--- src/hdl/assert_macros.svh ---
// Assertion macros shared by the RTL of the capture log.
// No dependencies; included by files that carry concurrent assertions.
`ifndef ASSERT_MACROS_SVH
`define ASSERT_MACROS_SVH

// Property that must hold at every clock edge out of reset.
`define ASSERT_ALWAYS(label, clk, rst_n, expr) \
    label: assert property (@(posedge clk) disable iff (!rst_n) (expr)) \
        else $error("assertion failed");

// Property whose consequent must hold in the cycle after the antecedent.
`define ASSERT_NEXT(label, clk, rst_n, ante, cons) \
    label: assert property (@(posedge clk) disable iff (!rst_n) (ante) |=> (cons)) \
        else $error("assertion failed");

`endif

--- src/hdl/tccl_pkg.sv ---
// Package for the timestamped code capture log: sizes, codes and types.
// No dependencies; imported by timestamped_code_capture_log.
`default_nettype none

package tccl_pkg;

    // Log geometry
    localparam int LOG_DEPTH = 16;
    localparam int IDX_W     = (LOG_DEPTH > 1) ? $clog2(LOG_DEPTH) : 1;
    localparam int CNT_W     = $clog2(LOG_DEPTH + 1);

    // Clock limits
    localparam int MILLIS_W = 10;
    localparam int SEC_W    = 16;
    localparam logic [MILLIS_W-1:0] MILLIS_LAST = MILLIS_W'(999);
    localparam logic [SEC_W-1:0]    SECONDS_MAX = 16'hFFFF;

    // Stream widths
    localparam int CODE_W     = 8;
    localparam int IN_DATA_W  = 8;
    localparam int IN_USER_W  = 3;
    localparam int ENTRY_W    = CODE_W + SEC_W + MILLIS_W;
    localparam int OUT_DATA_W = 40;
    localparam int OUT_USER_W = 2;

    typedef enum logic [1:0] {
        OP_TICK    = 2'd0,
        OP_CAPTURE = 2'd1,
        OP_CLEAR   = 2'd2,
        OP_READ    = 2'd3
    } opcode_t;

    typedef enum logic [1:0] {
        STS_DONE  = 2'd0,
        STS_ENTRY = 2'd1,
        STS_EMPTY = 2'd2,
        STS_FULL  = 2'd3
    } status_t;

    typedef enum logic {
        ST_IDLE,
        ST_READ_WAIT
    } state_t;

    // One log entry, code in the low bits
    typedef struct packed {
        logic [MILLIS_W-1:0] millis;
        logic [SEC_W-1:0]    seconds;
        logic [CODE_W-1:0]   code;
    } entry_t;

endpackage

`default_nettype wire

--- src/hdl/timestamped_code_capture_log.sv ---
// Top level of the timestamped code capture log: clock, log memory, read back.
// Depends on tccl_pkg and assert_macros.svh.
//
// channel  dir  handshake          payload
// s_*      in   s_tvalid/s_tready  s_tdata code_byte, s_tuser opcode,is_data
// m_*      out  m_tvalid/m_tready  m_tdata code,seconds,millis, m_tuser status
//
// Tick, capture and clear words, and a read of an empty log, have their result
// registered straight in the output register; a read of a filled log goes first
// through the registered read port of the log memory, then the output register.
// One word is in work at a time; the output register lets the next word be
// taken in the cycle its predecessor's result is taken.
// rst_n clears the clock, fill count, read pointer and control; the log
// memory itself is not cleared and is only read below the fill level.
`default_nettype none

module timestamped_code_capture_log
(
    input  wire                            clk,
    input  wire                            rst_n,
    input  wire                            s_tvalid,
    output logic                           s_tready,
    input  wire  [tccl_pkg::IN_DATA_W-1:0] s_tdata,   // [7:0] code_byte
    input  wire  [tccl_pkg::IN_USER_W-1:0] s_tuser,   // [1:0] opcode, [2] is_data
    output logic                           m_tvalid,
    input  wire                            m_tready,
    output logic [tccl_pkg::OUT_DATA_W-1:0] m_tdata,  // [7:0] code, [23:8] seconds,
                                                       // [33:24] millis, rest zero
    output logic [tccl_pkg::OUT_USER_W-1:0] m_tuser   // [1:0] status
);
    import tccl_pkg::*;

    // Log memory
    entry_t log_mem [LOG_DEPTH];
    entry_t mem_rd_q;
    logic   mem_wr_en;
    logic   mem_rd_en;
    entry_t mem_wr_data;

    // Control and clock state
    state_t              state_reg, state_next;
    logic [MILLIS_W-1:0] millis_reg, millis_next;
    logic [SEC_W-1:0]    seconds_reg, seconds_next;
    logic [CNT_W-1:0]    fill_reg, fill_next;
    logic [IDX_W-1:0]    rptr_reg, rptr_next;
    logic                out_valid_reg, out_valid_next;
    status_t             out_status_reg, out_status_next;
    entry_t              out_entry_reg, out_entry_next;

    opcode_t          op;
    logic             is_data;
    logic             s_acc;
    logic             log_full;
    logic [CNT_W-1:0] rptr_inc;

    assign op       = opcode_t'(s_tuser[1:0]);
    assign is_data  = s_tuser[2];
    assign s_acc    = s_tvalid && s_tready;
    assign log_full = (fill_reg == CNT_W'(LOG_DEPTH));
    assign rptr_inc = CNT_W'(rptr_reg) + CNT_W'(1);

    // Next state
    always_comb
    begin
        state_next = state_reg;
        case (state_reg)
            ST_IDLE:
            begin
                if (s_acc && op == OP_READ && fill_reg != '0)
                begin
                    state_next = ST_READ_WAIT;
                end
            end
            ST_READ_WAIT:
            begin
                state_next = ST_IDLE;
            end
            default:
            begin
                state_next = ST_IDLE;
            end
        endcase
    end

    // FSM outputs
    always_comb
    begin
        s_tready = 1'b0;
        case (state_reg)
            ST_IDLE:      s_tready = !out_valid_reg || m_tready;
            ST_READ_WAIT: s_tready = 1'b0;
            default:      s_tready = 1'b0;
        endcase
    end

    // Word processing: clock, fill count, read pointer, result
    always_comb
    begin
        millis_next     = millis_reg;
        seconds_next    = seconds_reg;
        fill_next       = fill_reg;
        rptr_next       = rptr_reg;
        out_valid_next  = out_valid_reg && !m_tready;
        out_status_next = out_status_reg;
        out_entry_next  = out_entry_reg;
        mem_wr_en       = 1'b0;
        mem_rd_en       = 1'b0;
        mem_wr_data     = '0;

        if (state_reg == ST_READ_WAIT)
        begin
            // read data arrived from the memory
            out_valid_next  = 1'b1;
            out_status_next = STS_ENTRY;
            out_entry_next  = mem_rd_q;
        end
        else if (s_acc)
        begin
            out_valid_next  = 1'b1;
            out_status_next = STS_DONE;
            out_entry_next  = '0;
            case (op)
                OP_TICK:
                begin
                    if (millis_reg == MILLIS_LAST)
                    begin
                        millis_next = '0;
                        if (seconds_reg != SECONDS_MAX)
                        begin
                            seconds_next = seconds_reg + SEC_W'(1);
                        end
                    end
                    else
                    begin
                        millis_next = millis_reg + MILLIS_W'(1);
                    end
                end
                OP_CAPTURE:
                begin
                    if (is_data)
                    begin
                        if (log_full)
                        begin
                            out_status_next = STS_FULL;
                        end
                        else
                        begin
                            mem_wr_en        = 1'b1;
                            mem_wr_data.code = s_tdata[CODE_W-1:0];
                            // first entry is stamped zero and restarts the clock
                            if (fill_reg == '0)
                            begin
                                millis_next  = '0;
                                seconds_next = '0;
                            end
                            else
                            begin
                                mem_wr_data.seconds = seconds_reg;
                                mem_wr_data.millis  = millis_reg;
                            end
                            fill_next = fill_reg + CNT_W'(1);
                        end
                    end
                end
                OP_CLEAR:
                begin
                    fill_next = '0;
                    rptr_next = '0;
                end
                OP_READ:
                begin
                    if (fill_reg == '0)
                    begin
                        out_status_next = STS_EMPTY;
                    end
                    else
                    begin
                        // result waits in ST_READ_WAIT for the registered memory read
                        out_valid_next = 1'b0;
                        mem_rd_en      = 1'b1;
                        if (rptr_inc >= fill_reg)
                        begin
                            rptr_next = '0;
                        end
                        else
                        begin
                            rptr_next = rptr_inc[IDX_W-1:0];
                        end
                    end
                end
                default:
                begin
                    out_status_next = STS_DONE;
                end
            endcase
        end
    end

    // Log memory: one write port, one registered read port
    always_ff @(posedge clk)
    begin
        if (mem_wr_en)
        begin
            log_mem[fill_reg[IDX_W-1:0]] <= mem_wr_data;
        end
        if (mem_rd_en)
        begin
            mem_rd_q <= log_mem[rptr_reg];
        end
    end

    // Control registers
    always_ff @(posedge clk or negedge rst_n)
    begin
        if (!rst_n)
        begin
            state_reg     <= ST_IDLE;
            millis_reg    <= '0;
            seconds_reg   <= '0;
            fill_reg      <= '0;
            rptr_reg      <= '0;
            out_valid_reg <= 1'b0;
        end
        else
        begin
            state_reg     <= state_next;
            millis_reg    <= millis_next;
            seconds_reg   <= seconds_next;
            fill_reg      <= fill_next;
            rptr_reg      <= rptr_next;
            out_valid_reg <= out_valid_next;
        end
    end

    // Result payload
    always_ff @(posedge clk)
    begin
        out_status_reg <= out_status_next;
        out_entry_reg  <= out_entry_next;
    end

    assign m_tvalid = out_valid_reg;
    assign m_tuser  = out_status_reg;
    assign m_tdata  = {{(OUT_DATA_W - ENTRY_W){1'b0}}, out_entry_reg};

    // Assertions
`include "assert_macros.svh"

    `ASSERT_ALWAYS(a_fill_bound, clk, rst_n, fill_reg <= CNT_W'(LOG_DEPTH))
    `ASSERT_ALWAYS(a_rptr_below_fill, clk, rst_n,
        (fill_reg == '0) || (CNT_W'(rptr_reg) < fill_reg))
    `ASSERT_ALWAYS(a_millis_range, clk, rst_n, millis_reg <= MILLIS_LAST)
    `ASSERT_ALWAYS(a_wait_out_free, clk, rst_n, (state_reg != ST_READ_WAIT) || !out_valid_reg)
    `ASSERT_NEXT(a_read_result, clk, rst_n, state_reg == ST_READ_WAIT,
        out_valid_reg && out_status_reg == STS_ENTRY)

endmodule

`default_nettype wire
--- config.mk ---
export PLATFORM = sky130hd
export DESIGN_NAME = timestamped_code_capture_log
export DESIGN_NICKNAME = d
export VERILOG_FILES = /design/src/hdl/tccl_pkg.sv /design/src/hdl/timestamped_code_capture_log.sv
export VERILOG_INCLUDE_DIRS = /design/src /design/src/hdl
export SDC_FILE = /design/constraint.sdc
export NUM_CORES = 1
export LEC_CHECK = 0
export BUFFER_PORTS_ARGS = -buffer_cell sky130_fd_sc_hd__clkbuf_2
export CAP_MARGIN = 40
export CORE_AREA = 5 5 325 327
export DETAILED_ROUTE_END_ITERATION = 8
export DIE_AREA = 0 0 330 332
export HOLD_SLACK_MARGIN = 0.06
export REMOVE_ABC_BUFFERS = 1
export SYNTH_ARGS = -nofsm -noshare
export SYNTH_HDL_FRONTEND = slang
export SYNTH_SLANG_ARGS = --single-unit
export TNS_END_PERCENT = 1
--- constraint.sdc ---
create_clock -name clk -period 5.7 [get_ports clk]
set_input_delay 1.14 -clock clk [delete_from_list [all_inputs] [get_ports clk]]
set_output_delay 1.14 -clock clk [all_outputs]
set_load 0.01 [all_outputs]
==> results by group <==
Setup path
  – CP Cell Sequence: clkbuf_2 -> inv_1 -> ha_1 -> nand2_1 -> nor4_2 -> buf_4 -> nand2_1 -> nor2_1 -> and2_2 -> buf_12
  – Highest-delay cell along the critical path: ha_1
  – Crit path top cell by count: nand2_1
  – Crit Path Max Fanout: 19
  – Buf/Inv on CP: 4
  – CP top delay family: simple AND/OR/NAND/NOR gates
  – Critical path class: in2reg
  – Worst setup SP type: input port
  – CP arrival: 4020 ps
  – CP Capture Type: flip-flop
  – Req. time, crit path: 5980 ps
  – Critical Path Max Stage Delay: 600 ps

STA
  – Clock skew: 22.0 ps
  – Hold Vio Cnt, Final: 0
  – RSZ-0062 raised after global routing: no
  – Fin crit share: 65.5%
  – Worst Max-Slew Pin Slew: 790 ps
  – Fmax: 0.268 GHz
  – Final setup fails: 0
  – Slew Limit Headroom: 47.4%
  – Hold WS: 416 ps
  – Max Transition Viols Final: 0
  – Final min period: 3740 ps

Drt
  – Post-Route WL: 57100 um
  – Wire length per cell: 21.0 um
  – DRT Pass-1 Iters: 5
  – DRC Markers: 0
  – Routed Antenna Nets: 0
  – Via Count: 12100
  – First DRT Iteration DRCs: 1178
  – Post-DR vias/cell: 4.44

Floorplan
  – Core ar.: 103000 um^2
  – Die width: 330 um
  – Rows: 118
  – DIE AREA: 110000 um^2
  – Initial Util: 24.8%
  – Die height: 332 um
  – Io pins: 59

Placed design
  – GPL Wtd Cong: 0.733
  – Placed inst area: 27700 um^2
  – PortBufs: 52
  – DP HPWL: 34200 um

Logic synthesis
  – Post-synth EDFFs: 612
  – Yosys warning count: 0
  – Sequential fraction of the synthesis area: 76.1%
  – Post-Synth Adder-Cell Area: 0.787%
  – Mapped Cells: 1192
  – Simple-Gate Fraction of Synth Area: 4.50%
  – Netlist Area Pre-Place: 25400 um^2
  – Synth Register Bits: 651
  – Largest family of logic cells by synthesized area: multiplexers
  – Post-synthesis compound-gate area fraction: 2.07%
  – Async SR Flop Fraction: 5.68%
  – Main synth FF type: edfxtp_1
  – Proportion of synthesized area in mux cells: 15.2%
  – Post-synthesis xor/xnor area fraction: 0.0344%
  – Yosys cell types: 56
  – Mean area per synthesized cell: 21.3 um^2

CTS
  – Cts hold-fix bufs: 0
  – TritonCTS Buffers: 68
  – Post-CTS setup buffer count: 0
  – Clock latency at the later pin of the worst-skew pair: 600 ps
  – Clk Tree Root Cell: clkbuf_16
  – CTS resizes: 0
  – CTS tree: yes
  – Reg clk slew, reported paths: 60 ps
  – Num Clock Sinks: 651
  – Max H-tree Level: 3
  – Clock Tree Buf Depth: 3

Flow run
  – Number of max-cap violations: 0

Cells and area
  – Final Cell Area: 29800 um^2
  – Nets@finish: 1325
  – Layout area overhead: 17.2%
  – Most frequent cells in the layout: 612 x edfxtp_1, 170 x mux4_2, 71 x clkbuf_16, 68 x and2_1, 52 x clkbuf_2
  – Leading cell type in the layout, fill and taps excluded: edfxtp_1
  – Layout cells sized above 1: 28.6%
  – Max reg flops: 544

Min path
  – Worst hold-check path type: in2async

Global routing
  – Initial antenna violation count: 5
  – First-pass GRT wire length: 84500 um
  – GRT overflow: 0
  – Largest net degree at the start of global routing: 49
  – GRT Total Usage: 10.3%
  – Vias in the first global route: 12400

Status
  – Status: complete, no violations

Pwr
  – Pwr Density: 384 nW/um^2
  – Peak supply drop: 0.230 mV
  – Static Leak: 9.66 nW
-- per-stage QoR --
| step | utilization [%] | cells | setup slack [ps] | power [W] | setup TNS (ps) |
|---|---|---|---|---|---|
| after global placement | 26.8 | 2597 | 1350 | 0.00728 | 0 |
| after detailed placement | 27.0 | 2604 | 1310 | 0.00733 | 0 |
| final | 29.0 | 2722 | 1960 | 0.0114 | 0 |
| after CTS | 29.0 | 2721 | 1930 | 0.0116 | 0 |
| after floorplan | - | 1134 | -1580 | 0.00699 | -41400 |
| after global routing | 29.0 | 2721 | 1640 | 0.0119 | 0 |
-- metal layers --
| metal | up-vias | track usage [%] | part of all wire (%) |
|---|---|---|---|
| li1 | 5126 | - | - |
| met3 | 87 | 2.26 | 7.3 |
| met4 | 0 | 2.38 | 1.8 |
| met2 | 427 | 15.7 | 46 |
| met5 | - | 0 | 0 |
| met1 | 6458 | 15.1 | 44 |
-- worst register-to-register path, delay by kind of cell, from the launching register on --
kind / cells / cell delay, ps
buffers and inverters: 4 / 920
adder cells (fa/ha/maj): 1 / 320
flip-flops: 1 / 490
AND/OR/NAND/NOR: 5 / 1180
-- power by group --
group | leakage (nW) | switching, W | internal (W) | total [W]
clock | 1.03 | 0.00176 | 0.00249 | 0.00425
combinational | 2.26 | 0.000793 | 0.000891 | 0.00168
sequential | 6.37 | 0.000184 | 0.00533 | 0.00551
-- layout make-up --
class	count	area (um^2)
inverter	12	45.0
fill	9929	72800
multi-input combinational	471	5820
clock inverter	33	280
antenna	1	2.50
sequential	651	19400
tap	1380	1730
clock buffer	84	1830
timing repair buffer	90	738
-- kinds of logic (layout without fill, tap and decap cells) --
logic type / Yosys count / in the layout
xor gates and xnor gates: 1 / 1
buffers and inverters: 75 / 219
muxes: 173 / 173
DFF: 651 / 651
and+or+nand+nor: 200 / 200
AOI/OAI and AO/OA: 75 / 75
other: 1 / 7
adders and majority gates: 16 / 16
-- synth_stat cells (all sizes together), types with 2 or more instances --
library cell	n	area, um^2
edfxtp	612	18400
mux4	170	3830
and2	79	494
dfrtp	37	926
clkbuf	34	128
buf	29	166
nand2	26	97.6
o21ai	26	141
nor2	25	101
ha	16	200
nand3	14	82.6
inv	12	45.0
and3	10	62.6
nand4	10	62.6
nor3	10	55.1
nand2b	8	50.1
o22a	8	70.1
a21o	6	45.0
o31ai	6	45.0
a21oi	5	25.0
a31oi	5	31.3
nor2b	5	31.3
a211o	4	35.0
nor4	4	25.0
o31a	3	26.3
a21bo	2	20.0
a32o	2	20.0
dfxtp	2	40.0
mux2	2	22.5
or4b	2	23.8
-- worst paths after layout --
check                      depth (start not counted)                        end  slack (ps)                     from
setup / recovery                                  10    log_mem[4][6]$_DFFE_PP_        1960               s_tuser[1]
max in group asynchronous                          2    rptr_reg[0]$_DFFE_PN0P_        4810                    rst_n
hold / removal                                     1  millis_reg[4]$_DFFE_PN0P_         420                    rst_n
min in group clk                                   2    m_tuser[0]$_SDFFE_PP1P_         510  m_tuser[0]$_SDFFE_PP1P_
setup reg to reg                                  10    log_mem[4][6]$_DFFE_PP_        2460  fill_reg[0]$_DFFE_PN0P_
hold reg to reg                                    2    m_tuser[0]$_SDFFE_PP1P_         510  m_tuser[0]$_SDFFE_PP1P_
Power figures use the tool's default switching activity.
